===== src/hdl/bitmap_collision_map_carver_macros.svh =====
// Assertion macros shared by the collision map carver RTL.
`ifndef BITMAP_COLLISION_MAP_CARVER_MACROS_SVH
`define BITMAP_COLLISION_MAP_CARVER_MACROS_SVH

`ifndef ASSERT_OFF
// Same-cycle implication, checked at every rising edge out of reset.
`define BCMC_ASSERT_IMP(lbl, clk, rstn, ante, cons) \
    lbl: assert property (@(posedge clk) disable iff (!rstn) (ante) |-> (cons)) \
        else $error("same-cycle implication failed");
// Next-cycle implication, checked at every rising edge out of reset.
`define BCMC_ASSERT_NXT(lbl, clk, rstn, ante, cons) \
    lbl: assert property (@(posedge clk) disable iff (!rstn) (ante) |=> (cons)) \
        else $error("next-cycle implication failed");
`else
`define BCMC_ASSERT_IMP(lbl, clk, rstn, ante, cons)
`define BCMC_ASSERT_NXT(lbl, clk, rstn, ante, cons)
`endif

`endif


===== src/hdl/bcmc_ram.sv =====
// Generic single-write, single-read RAM with registered read data.
`timescale 1ns / 1ps
`default_nettype none

module bcmc_ram #(
    parameter int WIDTH  = 1,
    parameter int DEPTH  = 256,
    parameter int ADDR_W = $clog2(DEPTH)
) (
    input  logic              i_clk,
    input  logic              i_we,
    input  logic [ADDR_W-1:0] i_waddr,
    input  logic [WIDTH-1:0]  i_wdata,
    input  logic [ADDR_W-1:0] i_raddr,
    output logic [WIDTH-1:0]  o_rdata
);

    logic [WIDTH-1:0] r_mem [DEPTH];
    logic [WIDTH-1:0] r_rdata;

    // write port
    always_ff @(posedge i_clk) begin
        if (i_we) begin
            r_mem[i_waddr] <= i_wdata;
        end
    end

    // registered read port
    always_ff @(posedge i_clk) begin
        r_rdata <= r_mem[i_raddr];
    end

    assign o_rdata = r_rdata;

endmodule

`default_nettype wire


===== config.mk =====
export PLATFORM = sky130hd
export DESIGN_NAME = bcmc_ram
export DESIGN_NICKNAME = d
export VERILOG_FILES = /design/src/hdl/bitmap_collision_map_carver_macros.svh /design/src/hdl/bcmc_ram.sv
export SDC_FILE = /design/constraint.sdc
export NUM_CORES = 1
export LEC_CHECK = 0
export ABC_CLOCK_PERIOD_IN_PS = 2600
export BUFFER_PORTS_ARGS = -buffer_cell sky130_fd_sc_hd__clkbuf_2
export CORE_MARGIN = 2
export CORE_UTILIZATION = 61
export DETAILED_ROUTE_END_ITERATION = 8
export GPL_TIMING_DRIVEN = 0
export PLACE_DENSITY = 0.84
export SYNTH_ARGS = -nofsm -noshare
export SYNTH_HDL_FRONTEND = slang
export SYNTH_SLANG_ARGS = --single-unit

===== constraint.sdc =====
create_clock -name i_clk -period 2.6 [get_ports i_clk]
set_input_delay 0.26 -clock i_clk [delete_from_list [all_inputs] [get_ports i_clk]]
set_output_delay 0.26 -clock i_clk [all_outputs]
set_load 0.005 [all_outputs]

Yosys cells after proc, flatten, opt, wreduce, memory -nomap -nowiden
Memory sizes are Yosys's and may differ from the RTL's. A register that Yosys moved wholly into a read port is not among the register bits.
Index checks and enable logic that the tools add are counted.
Widths: inputs -> output; s select.
- register bits: 0
- memory bits (writable): 256
- input port bits: 19
- memories: 1
- muxes and demuxes: 2
- memories (name ; words ; bits a word ; rd ports ; clocked after Yosys merged registers in ; write ports ; RTL line ; RTL):
    r_mem ; 256 ; 1 ; 1 ; 1 ; 1 ; bcmc_ram.sv:18 ; logic [WIDTH-1:0] r_mem [DEPTH];
- operators with widths (cell ; count):
    $mux 1 ; 2

Logic depth before layout (Yosys ltp)
Gate-level depths: netlist of run 1.
- word-level depth: 2
- depth in mapped cells: 10
- depth with buffers taken out: 6

Worst setup path after synthesis of run 1
No wires, ideal clock.
- path type: input -> register
- start point: input i_raddr[0]
- end point: register r_rdata (netlist: o_rdata) (read register of r_mem)
- arrival time: 1.906 ns
- data required time: 2.471 ns
- setup slack: 0.565 ns
- stages: 8
- cell sequence: buf_6 buf_6 mux4_2 mux4_2 mux2i_1 o22ai_1 a21oi_1 a22oi_1
- RTL lines (item ; RTL line ; RTL):
    start, declared ; bcmc_ram.sv:14 ; input logic [ADDR_W-1:0] i_raddr,
    end, declared ; bcmc_ram.sv:19 ; logic [WIDTH-1:0] r_rdata;

==> results of run 1 <==
==> Yosys cell counts, types with 2 or more instances <==
cell type / count
a22o_1: 6
buf_6: 5
nand3b_1: 3
nand2_1: 23
nor2b_1: 9
buf_4: 5
nor4_1: 5
a311oi_1: 2
o22ai_1: 23
nor2_1: 268
buf_2: 6
o21ai_0: 2
nand3_1: 12
mux4_2: 42
a2111oi_0: 2
a22oi_1: 8
clkbuf_1: 39
a31oi_1: 3
nor3_1: 3
edfxtp_1: 256
a21oi_1: 2
mux2i_1: 51
==> sequential cells by signal (all words and copies together), names as in the netlist <==
signal   cells
o_rdata      1
r_mem      256
==> through the flow <==
| stage | hold WS (ns) | setup TNS [ns] | utilization | setup slack [ns] | std cells |
|---|---|---|---|---|---|
| 2_1_floorplan | 0.359 | 0 | - | 0.565 | 788 |
| 3_3_place_gp | 0.639 | -292.61 | 0.642 | -1.15 | 1034 |
| 3_5_place_dp | 0.637 | -0.335 | 0.644 | -0.335 | 1035 |
| 4_1_cts | 0.157 | 0 | 0.683 | 0.188 | 1077 |
| 5_1_grt | 0.200 | 0 | 0.683 | 0.0449 | 1077 |
| 6_report | 0.179 | 0 | 0.683 | 0.00581 | 1077 |
==> metal layers <==
layer | up-vias | track usage | wire [um]
met5 | - | 0 | 0
met4 | 0 | 0.0999 | 1020
met3 | 82 | 0.0542 | 3090
met2 | 497 | 0.435 | 12400
met1 | 3480 | 0.365 | 9230
li1 | 3007 | - | -
==> worst paths after layout <==
kind                                            from  slack [ns]              end
worst max-delay path                      i_raddr[0]       0.006  o_rdata$_DFF_P_
worst min-delay path                      i_raddr[6]        0.18  o_rdata$_DFF_P_
worst max register to register   r_mem[75]$_DFFE_PP_        0.39  o_rdata$_DFF_P_
worst min register to register  r_mem[181]$_DFFE_PP_        0.99  o_rdata$_DFF_P_
==> tightest hold or removal path: cells and delay by family <==
family | cells | cell delay (ns)
AO/OA/AOI/OAI | 2 | 0.23
buffers and inverters | 1 | 0.14
==> cell usage in the layout (no fill, tap or decap), types with 5 or more instances in the layout <==
master and count:
clkbuf_2 16, buf_6 5, a22o_1 6, o22ai_1 23
buf_4 5, clkinv_1 6, mux4_2 42, nand2_1 23
a22oi_1 8, nand3_1 12, buf_2 6, clkbuf_1 47
clkbuf_16 25, nor2b_1 9, nor4_1 5, nor2_1 268
edfxtp_1 256, mux2i_1 51
==> final cells by class <==
| class | instances | area [um2] | area share |
|---|---|---|---|
| Multi-Input combinational cell | 474 | 3140 | 0.257 |
| Buffer | 56 | 274 | 0.0224 |
| Clock inverter | 9 | 37.5 | 0.00307 |
| Timing Repair Buffer | 18 | 121 | 0.00992 |
| Tap cell | 229 | 287 | 0.0234 |
| Sequential cell | 257 | 7710 | 0.630 |
| Clock buffer | 33 | 656 | 0.0536 |
| Inverter | 1 | 3.75 | 0.000307 |
==> cell families after synthesis <==
logic type	after synthesis
compound gates	50
flops	257
simple gates	330
mux	94
buf+inv	57
==> power groups by stage <==
stage	registers (mW)	clock network, mW	logic, mW
finish	4.57	3.19	0.476
floorplan	4.66	0	0.271
detailed placement	4.66	0	0.463
global route	4.57	3.34	0.502
global placement	4.67	0	0.444
CTS	4.57	3.19	0.466
==> results.ini, run 1 <==
[placed_design]
placed_cell_area_mm2 = 0.0115
dp_hpwl_mm = 16.8
gp_congestion = 0.850
io_buffers = 17

[critical_path]
required_ns = 3.02
endpoint_kind = flop
critPathKind = input pin to flop
arrival_ns = 3.02
crit_slowest_cell = a2111oi_0
cp_slowest_stage_delay_ns = 0.88
cp_max_fo = 10
cp.depth = 8
start_kind = input pin
crit_family = compound AO/OA/AOI/OAI gates
worstPathCellList = buf_6, buf_6, buf_4, nor2_1, a22oi_1, a2111oi_0, a311oi_1, a22oi_1
crit_buf_inv = 3
r2r_cells = 6

[grt]
antenna_found_initial = 0
grt.total_usage = 0.267
first_global_vias = 6974
grt_pass1_wl_mm = 39.2
overflow = 0
grt_max_degree = 177

[sta]
maxSlewHeadroom = 0.398
period_share = 0.998
rsz0062_at_grt = false
drv_slew = 0
fin_crit_ns = 2.59
fin_skew_ns = 0.00870
final-setup-viol-count = 0
hold_viol = 0
worstMarginPinSlew_ns = 0.880
fmax_mhz = 385

[floorplan]
initial_core_util = 0.622
die_width_um = 139
core_mm2 = 0.0179
die_h_um = 139
io_pins = 20
die-area_mm2 = 0.0193
rows = 49

[detailed_routing]
viasPerCell = 6.56
dr.pass1.iters = 5
ant_nets = 0
drtIter0Drc = 942
routed-via-count = 7066
drt-wirelength-per-cell_um = 23.9
finalWirelength_mm = 25.7
drc = 0

[synth]
ys_top_cells_by_area = edfxtp_1 69%, nor2_1 9.0%, mux4_2 8.5%, mux2i_1 4.6%, clkbuf_1 1.3%
yosys.area_share.adder = 0
ys.flop_type = edfxtp_1
synth_compound_area_frac = 0.0311
ys_seq_area_frac = 0.693
synth_top_area_share = 0.691
synth_edf_count = 256
synth_cell_type_count = 35
syn_area_mm2 = 0.0111
synthSimpleGateAreaFrac = 0.119
synth_cells = 788
synth_nets = 807
synth_top_family_by_area = multiplexers
yosys.area_share.xor_xnor = 0
yosysWarnings = 0
netlist.top_cell.by_area = edfxtp_1
syn_area_per_cell_um2 = 14.1
async_reset_ff_frac = 0
synth-seq-cells = 257
muxShareOfSynthArea = 0.132

[layout]
antenna_cells = 0
final_area_mm2 = 0.0122
final_nets = 852
syn2layout_area_growth_pct = 9.89
drive_above_1_share = 0.124
nFillCells = 1166

[pwr]
power.density_mw_per_mm2 = 673
comb_power_share = 0.058
power_frac_seq = 0.555
sw_frac_of_total = 0.213
peakVddDrop_uv = 685
power_frac_clock = 0.387
switchingPower_mw = 1.75
total_power_mw = 8.24
p_int_mw = 6.48
leakage_nw = 3.77

[min_path]
min_path_type = input pin to flop
hold_depth = 3

[outcome]
status = complete, no violations

[clock_tree]
post_cts_buffers = 0
cts.repair.resized = 0
ctsHtreeMaxLevel = 1
cts_sinks = 257
cts_buffers = 25
cts-root-buf = clkbuf_16
clkLatencyLatePin_ns = 0.52
cts_tree = built
path_clk_slew_ns = 0.06
cts.path.max_buffers = 3
hold_buffers = 0

[run]
maxCapViolCount = 0

No activity file was read; power rests on OpenSTA's default activity.
==> inputs of run 2 (changes only) <==
Settings changed: CORE_UTILIZATION 61 to 55, PLACE_DENSITY 0.84 to 0.77.
==> run 2 against run 1 <==
Critical path depth unchanged; clock skew increased by 0.0026 ns; critical endpoint unchanged; critical path type unchanged; combinational power decreased by 1%; worst setup slack improved by 0.054 ns; clock power increased by 8.5%; fmax increased by 2.1%; register-to-register slack got worse by 0.02 ns; via count decreased by 3.3%; largest cell class unchanged; sequential cell count unchanged; worst hold slack improved by 0.0097 ns; die area increased by 11%; clock-buffer cell count decreased by 2.
==> results.ini, run 2 (synthesis gave the netlist of run 1 again) <==
[outcome]
status = complete, no violations

[sta]
fmax_mhz = 394  ; +2.1%
final-setup-viol-count = 0  ; unchanged
period_share = 0.977  ; -0.0207
layout_setup_ws_ns = 0.0596  ; +0.0538 ns
rsz0062_at_grt = false
fin_crit_ns = 2.54  ; -0.0538 ns
worstMarginPinSlew_ns = 0.903  ; +0.0225 ns
fin_skew_ns = 0.0113  ; +0.00264 ns
drv_slew = 0  ; unchanged
maxSlewHeadroom = 0.383  ; -0.0154
hold_viol = 0  ; unchanged

[critical_path]
crit_path_end = o_rdata$_DFF_P_
crit_family = compound AO/OA/AOI/OAI gates
startpoint = i_raddr[0]
required_ns = 3.03  ; about the same
cp_slowest_stage_delay_ns = 0.89  ; about the same
endpoint_kind = flop
rr_startpoint = r_mem[73]$_DFFE_PP_
start_kind = input pin
r2r_cells = 6  ; unchanged
r2r-end = o_rdata$_DFF_P_
worstPathCellList = buf_6, buf_6, buf_4, nor2_1, a22oi_1, a2111oi_0, a311oi_1, a22oi_1
critPathKind = input pin to flop
ff2ff_setup_slack_ns = 0.37  ; -0.02 ns
cp.depth = 8  ; unchanged
crit_slowest_cell = a2111oi_0
arrival_ns = 2.97  ; -0.05 ns
cp_max_fo = 10  ; unchanged
crit_buf_inv = 3  ; unchanged

[layout]
layout_commonest_cell = nor2_1
syn2layout_area_growth_pct = 11.1
layoutNonFillerInstCount = 1122  ; +4.2%
final_cell_mix = 268 x nor2_1, 256 x edfxtp_1, 51 x mux2i_1
final_nets = 853  ; +0.12%
drive_above_1_share = 0.130  ; +0.00646
regArea_mm2 = 0.00771  ; unchanged
largest_reg_flops = 256  ; unchanged
antenna_cells = 0  ; unchanged
multi_input_area_mm2 = 0.00314  ; unchanged
top_register = r_mem
nFillCells = 1533  ; +31%

[detailed_routing]
drt-wirelength-per-cell_um = 22.9  ; -4.1%
finalWirelength_mm = 25.7  ; about the same
routed-via-count = 6835  ; -3.3%
ant_nets = 0  ; unchanged
viasPerCell = 6.09  ; -7.1%
drc = 0  ; unchanged
drtIter0Drc = 918  ; -2.5%
dr.pass1.iters = 5  ; unchanged

[grt]
grt_max_degree = 182  ; +2.8%
first_global_vias = 6748  ; -3.2%
overflow = 0  ; unchanged
grt_pass1_wl_mm = 38.9  ; -0.69%
grt.total_usage = 0.242  ; -0.0250
antenna_found_initial = 0  ; unchanged

[placed_design]
io_buffers = 17  ; unchanged
gp_congestion = 0.837  ; -1.6%
place_ws_ns = -0.367  ; -0.0321 ns
dp_hpwl_mm = 16.7  ; -0.43%
dp.cells = 1076  ; +4.0%

[clock_tree]
cts.repair.resized = 0  ; unchanged
cts.path.max_buffers = 3  ; unchanged
path_clk_slew_ns = 0.06  ; about the same
clkLatencyLatePin_ns = 0.52  ; about the same
cts_sinks = 257  ; unchanged
cts-root-buf = clkbuf_16
post_cts_buffers = 0  ; unchanged
ctsHtreeMaxLevel = 1  ; unchanged
cts_tree = built
cts_buffers = 26  ; +4.0%
hold_buffers = 0  ; unchanged

[floorplan]
initial_core_util = 0.555  ; -0.0663
core_mm2 = 0.0200  ; +12%
die-area_mm2 = 0.0214  ; +11%
die_h_um = 146  ; +5.2%
io_pins = 20  ; unchanged
rows = 52  ; +6.1%
die_width_um = 146  ; +5.2%

[pwr]
power.density_mw_per_mm2 = 687  ; +2.0%
leakage_nw = 3.81  ; +1.3%
peakVddDrop_uv = 493  ; -28%

[run]
maxCapViolCount = 0  ; unchanged

[min_path]
hp-start = i_raddr[6]
min_path_type = input pin to flop

## run 2: cell types whose count changed in the layout (fill, tap and decap cells not counted), sizes merged
cell,previous run,this run
bufinv,0,1
clkinv,9,14
clkbuf,89,87
## run 2: worst min-delay path, stage by stage
cell and delay, ns:
clkbuf_2 0.14, a21oi_1 0.15, a22oi_1 0.10
## run 2: report_power, final
| part | internal [mW] | switching [mW] | total, mW |
|---|---|---|---|
| clock network | 1.97 | 1.49 | 3.46 |
| registers | 4.57 | 0.00250 | 4.57 |
| logic | 0.163 | 0.307 | 0.470 |
| total | 6.70 | 1.80 | 8.50 |
## run 2: routing by layer
metal  up-vias  track usage  routed length (um)
met5         -            0                   0
met2       357        0.395               12500
met3        55       0.0450                2560
met4         0       0.0709                 675
li1       3005            -                   -
met1      3418        0.340                9930
## run 2: cell type report
type / instances / share of cell area
buffer: 56 / 0.0222
clock inverter: 15 / 0.00728
tap: 270 / 0.0273
multi-input combinational: 474 / 0.254
inverter: 1 / 0.000303
timing repair buffer: 18 / 0.00981
clock buffer: 31 / 0.0558
sequential: 257 / 0.623
## run 2: per-stage QoR
step	area, um2	util	TNS [ns]	hold WS [ns]	total power [mW]
floorplan	11100	-	0	0.359	4.93
global placement	11600	0.576	-310.69	0.638	5.13
detailed placement	11600	0.578	-0.367	0.633	5.12
CTS	12400	0.617	0	0.169	8.52
global route	12400	0.617	0	0.203	8.71
finish	12400	0.617	0	0.188	8.50
## run 2: worst min path at each step
stage                              end  slack, ns  depth (start not counted)
floorplan           r_mem[0]$_DFFE_PP_       0.36                          0
global route           o_rdata$_DFF_P_       0.20                          3
CTS                    o_rdata$_DFF_P_       0.17                          3
global placement               o_rdata       0.64                          1
detailed placement             o_rdata       0.63                          1
finish                 o_rdata$_DFF_P_       0.19                          3
==> inputs of run 3 (changes only) <==
Settings changed: ABC_CLOCK_PERIOD_IN_PS 2600 to 2500.
Clock period 2.6 ns to 2.5 ns, I/O delays scaled along.
==> run 3 against run 2 <==
Cell count did not move; critical endpoint unchanged; sequential cell count did not move; register-to-register slack got worse by 0.08 ns; core utilization barely moved; non-clock buffer count did not move; sequential power rose by 4%.
==> results.ini, run 3 (synthesis gave the netlist of run 1 again) <==
[placed_design]
io_buffers = 17  ; unchanged
dp_hpwl_mm = 16.7  ; unchanged
place_ws_ns = -0.457  ; -0.0900 ns
gp_congestion = 0.837  ; unchanged

[critical_path]
cp_max_fo = 10  ; unchanged
start_kind = input pin
arrival_ns = 2.82  ; -0.15 ns
required_ns = 2.93  ; -0.10 ns
endpoint_kind = flop
critPathKind = input pin to flop

[floorplan]
io_pins = 20  ; unchanged
die-area_mm2 = 0.0214  ; unchanged
die_width_um = 146  ; unchanged
rows = 52  ; unchanged
core_mm2 = 0.0200  ; unchanged
die_h_um = 146  ; unchanged
initial_core_util = 0.555  ; unchanged

[detailed_routing]
ant_nets = 0  ; unchanged
dr.pass1.iters = 5  ; unchanged
finalWirelength_mm = 25.7  ; about the same
drc = 0  ; unchanged
viasPerCell = 6.13  ; +0.57%
routed-via-count = 6874  ; +0.57%
drt-wirelength-per-cell_um = 22.9  ; about the same
drtIter0Drc = 925  ; +0.76%

[layout]
regArea_mm2 = 0.00771  ; unchanged
largest_reg_flops = 256  ; unchanged
syn2layout_area_growth_pct = 11.2  ; about the same
antenna_cells = 0  ; unchanged
multi_input_area_mm2 = 0.00314  ; about the same
top_register = r_mem
final_nets = 853  ; unchanged
layout_commonest_cell = nor2_1
nFillCells = 1534  ; +0.065%
drive_above_1_share = 0.130  ; unchanged
final_cell_mix = 268 x nor2_1, 256 x edfxtp_1, 51 x mux2i_1

[sta]
worstMarginPinSlew_ns = 0.830  ; -0.0731 ns
layout_setup_ws_ns = 0.117  ; +0.0570 ns
period_share = 0.953
fin_skew_ns = 0.0113  ; +0.00000660 ns
hold_viol = 0  ; unchanged
final-setup-viol-count = 0  ; unchanged
holdWs_ns = 0.178  ; -0.00990 ns
rsz0062_at_grt = false
drv_slew = 0  ; unchanged
maxSlewHeadroom = 0.447  ; +0.0643
fin_crit_ns = 2.38
fmax_mhz = 420

[clock_tree]
cts-root-buf = clkbuf_16
cts.path.max_buffers = 3  ; unchanged
post_cts_buffers = 0  ; unchanged
clkLatencyLatePin_ns = 0.52  ; about the same
cts_sinks = 257  ; unchanged
path_clk_slew_ns = 0.06  ; about the same
cts_tree = built
ctsHtreeMaxLevel = 1  ; unchanged
cts_buffers = 26  ; unchanged

[grt]
grt.total_usage = 0.242  ; unchanged
first_global_vias = 6748  ; unchanged
antenna_found_initial = 0  ; unchanged
grt_pass1_wl_mm = 38.9  ; unchanged
overflow = 0  ; unchanged
grt_max_degree = 182  ; unchanged

[pwr]
power.density_mw_per_mm2 = 715  ; +4.0%
leakage_nw = 3.81  ; about the same
peakVddDrop_uv = 513  ; +4.0%
total_power_mw = 8.84  ; +4.1%

[outcome]
status = complete, no violations

[min_path]
min_path_type = input pin to flop

[run]
maxCapViolCount = 0  ; unchanged

-- run 3: cell counts in the layout (fill, tap and decap cells not counted) --
No cell type changed its count.
-- run 3: worst paths after layout --
kind	start	to	slack, ns	cells past startpoint
worst max-delay path	i_raddr[0]	o_rdata$_DFF_P_	0.12	8
worst min-delay path	i_raddr[6]	o_rdata$_DFF_P_	0.18	3
worst max register to register	r_mem[73]$_DFFE_PP_	o_rdata$_DFF_P_	0.29	6
worst min register to register	r_mem[181]$_DFFE_PP_	o_rdata$_DFF_P_	1.00	6
-- run 3: area by class of cell --
cell class,instances,area share
buffer,56,0.0222
clock buffer,31,0.0558
clock inverter,15,0.00728
inverter,1,0.000303
multi-input combinational,474,0.254
sequential,257,0.623
tap,270,0.0273
timing repair buffer,18,0.00981
-- run 3: critical path, stage by stage --
cell and delay [ns]:
buf_6 0.13, buf_6 0.16, buf_4 0.22, nor2_1 0.62, a22oi_1 0.31, a2111oi_1 0.74
a311oi_1 0.11, a22oi_1 0.26
-- run 3: what timing repair did --
item,CTS,global route
resized for setup,0,1
setup endpoints to repair,0,1
hold buffers,0,0
-- run 3: report_power, final --
group,total (mW),switching (mW),internal [mW],leakage (nW)
combinational,0.489,0.320,0.169,1.12
clock,3.60,1.55,2.05,0.388
sequential,4.75,0.00260,4.75,2.31
-- run 3: per-stage QoR --
| step | utilization | cell area [um2] | std cells | setup TNS, ns |
|---|---|---|---|---|
| finish | 0.617 | 12400 | 1122 | 0 |
| CTS | 0.617 | 12400 | 1122 | 0 |
| global route | 0.617 | 12400 | 1122 | 0 |
| global placement | 0.576 | 11600 | 1075 | -333.82 |
| detailed placement | 0.578 | 11600 | 1076 | -0.457 |
| floorplan | - | 11100 | 788 | 0 |
-- run 3: layer usage --
layer | part of all wire | wire, um | vias up | GRT usage
met2 | 0.49 | 12600 | 361 | 0.395
met3 | 0.095 | 2430 | 54 | 0.0450
met1 | 0.39 | 10100 | 3451 | 0.340
met4 | 0.025 | 633 | 0 | 0.0709
met5 | 0 | 0 | - | 0
li1 | - | - | 3008 | -
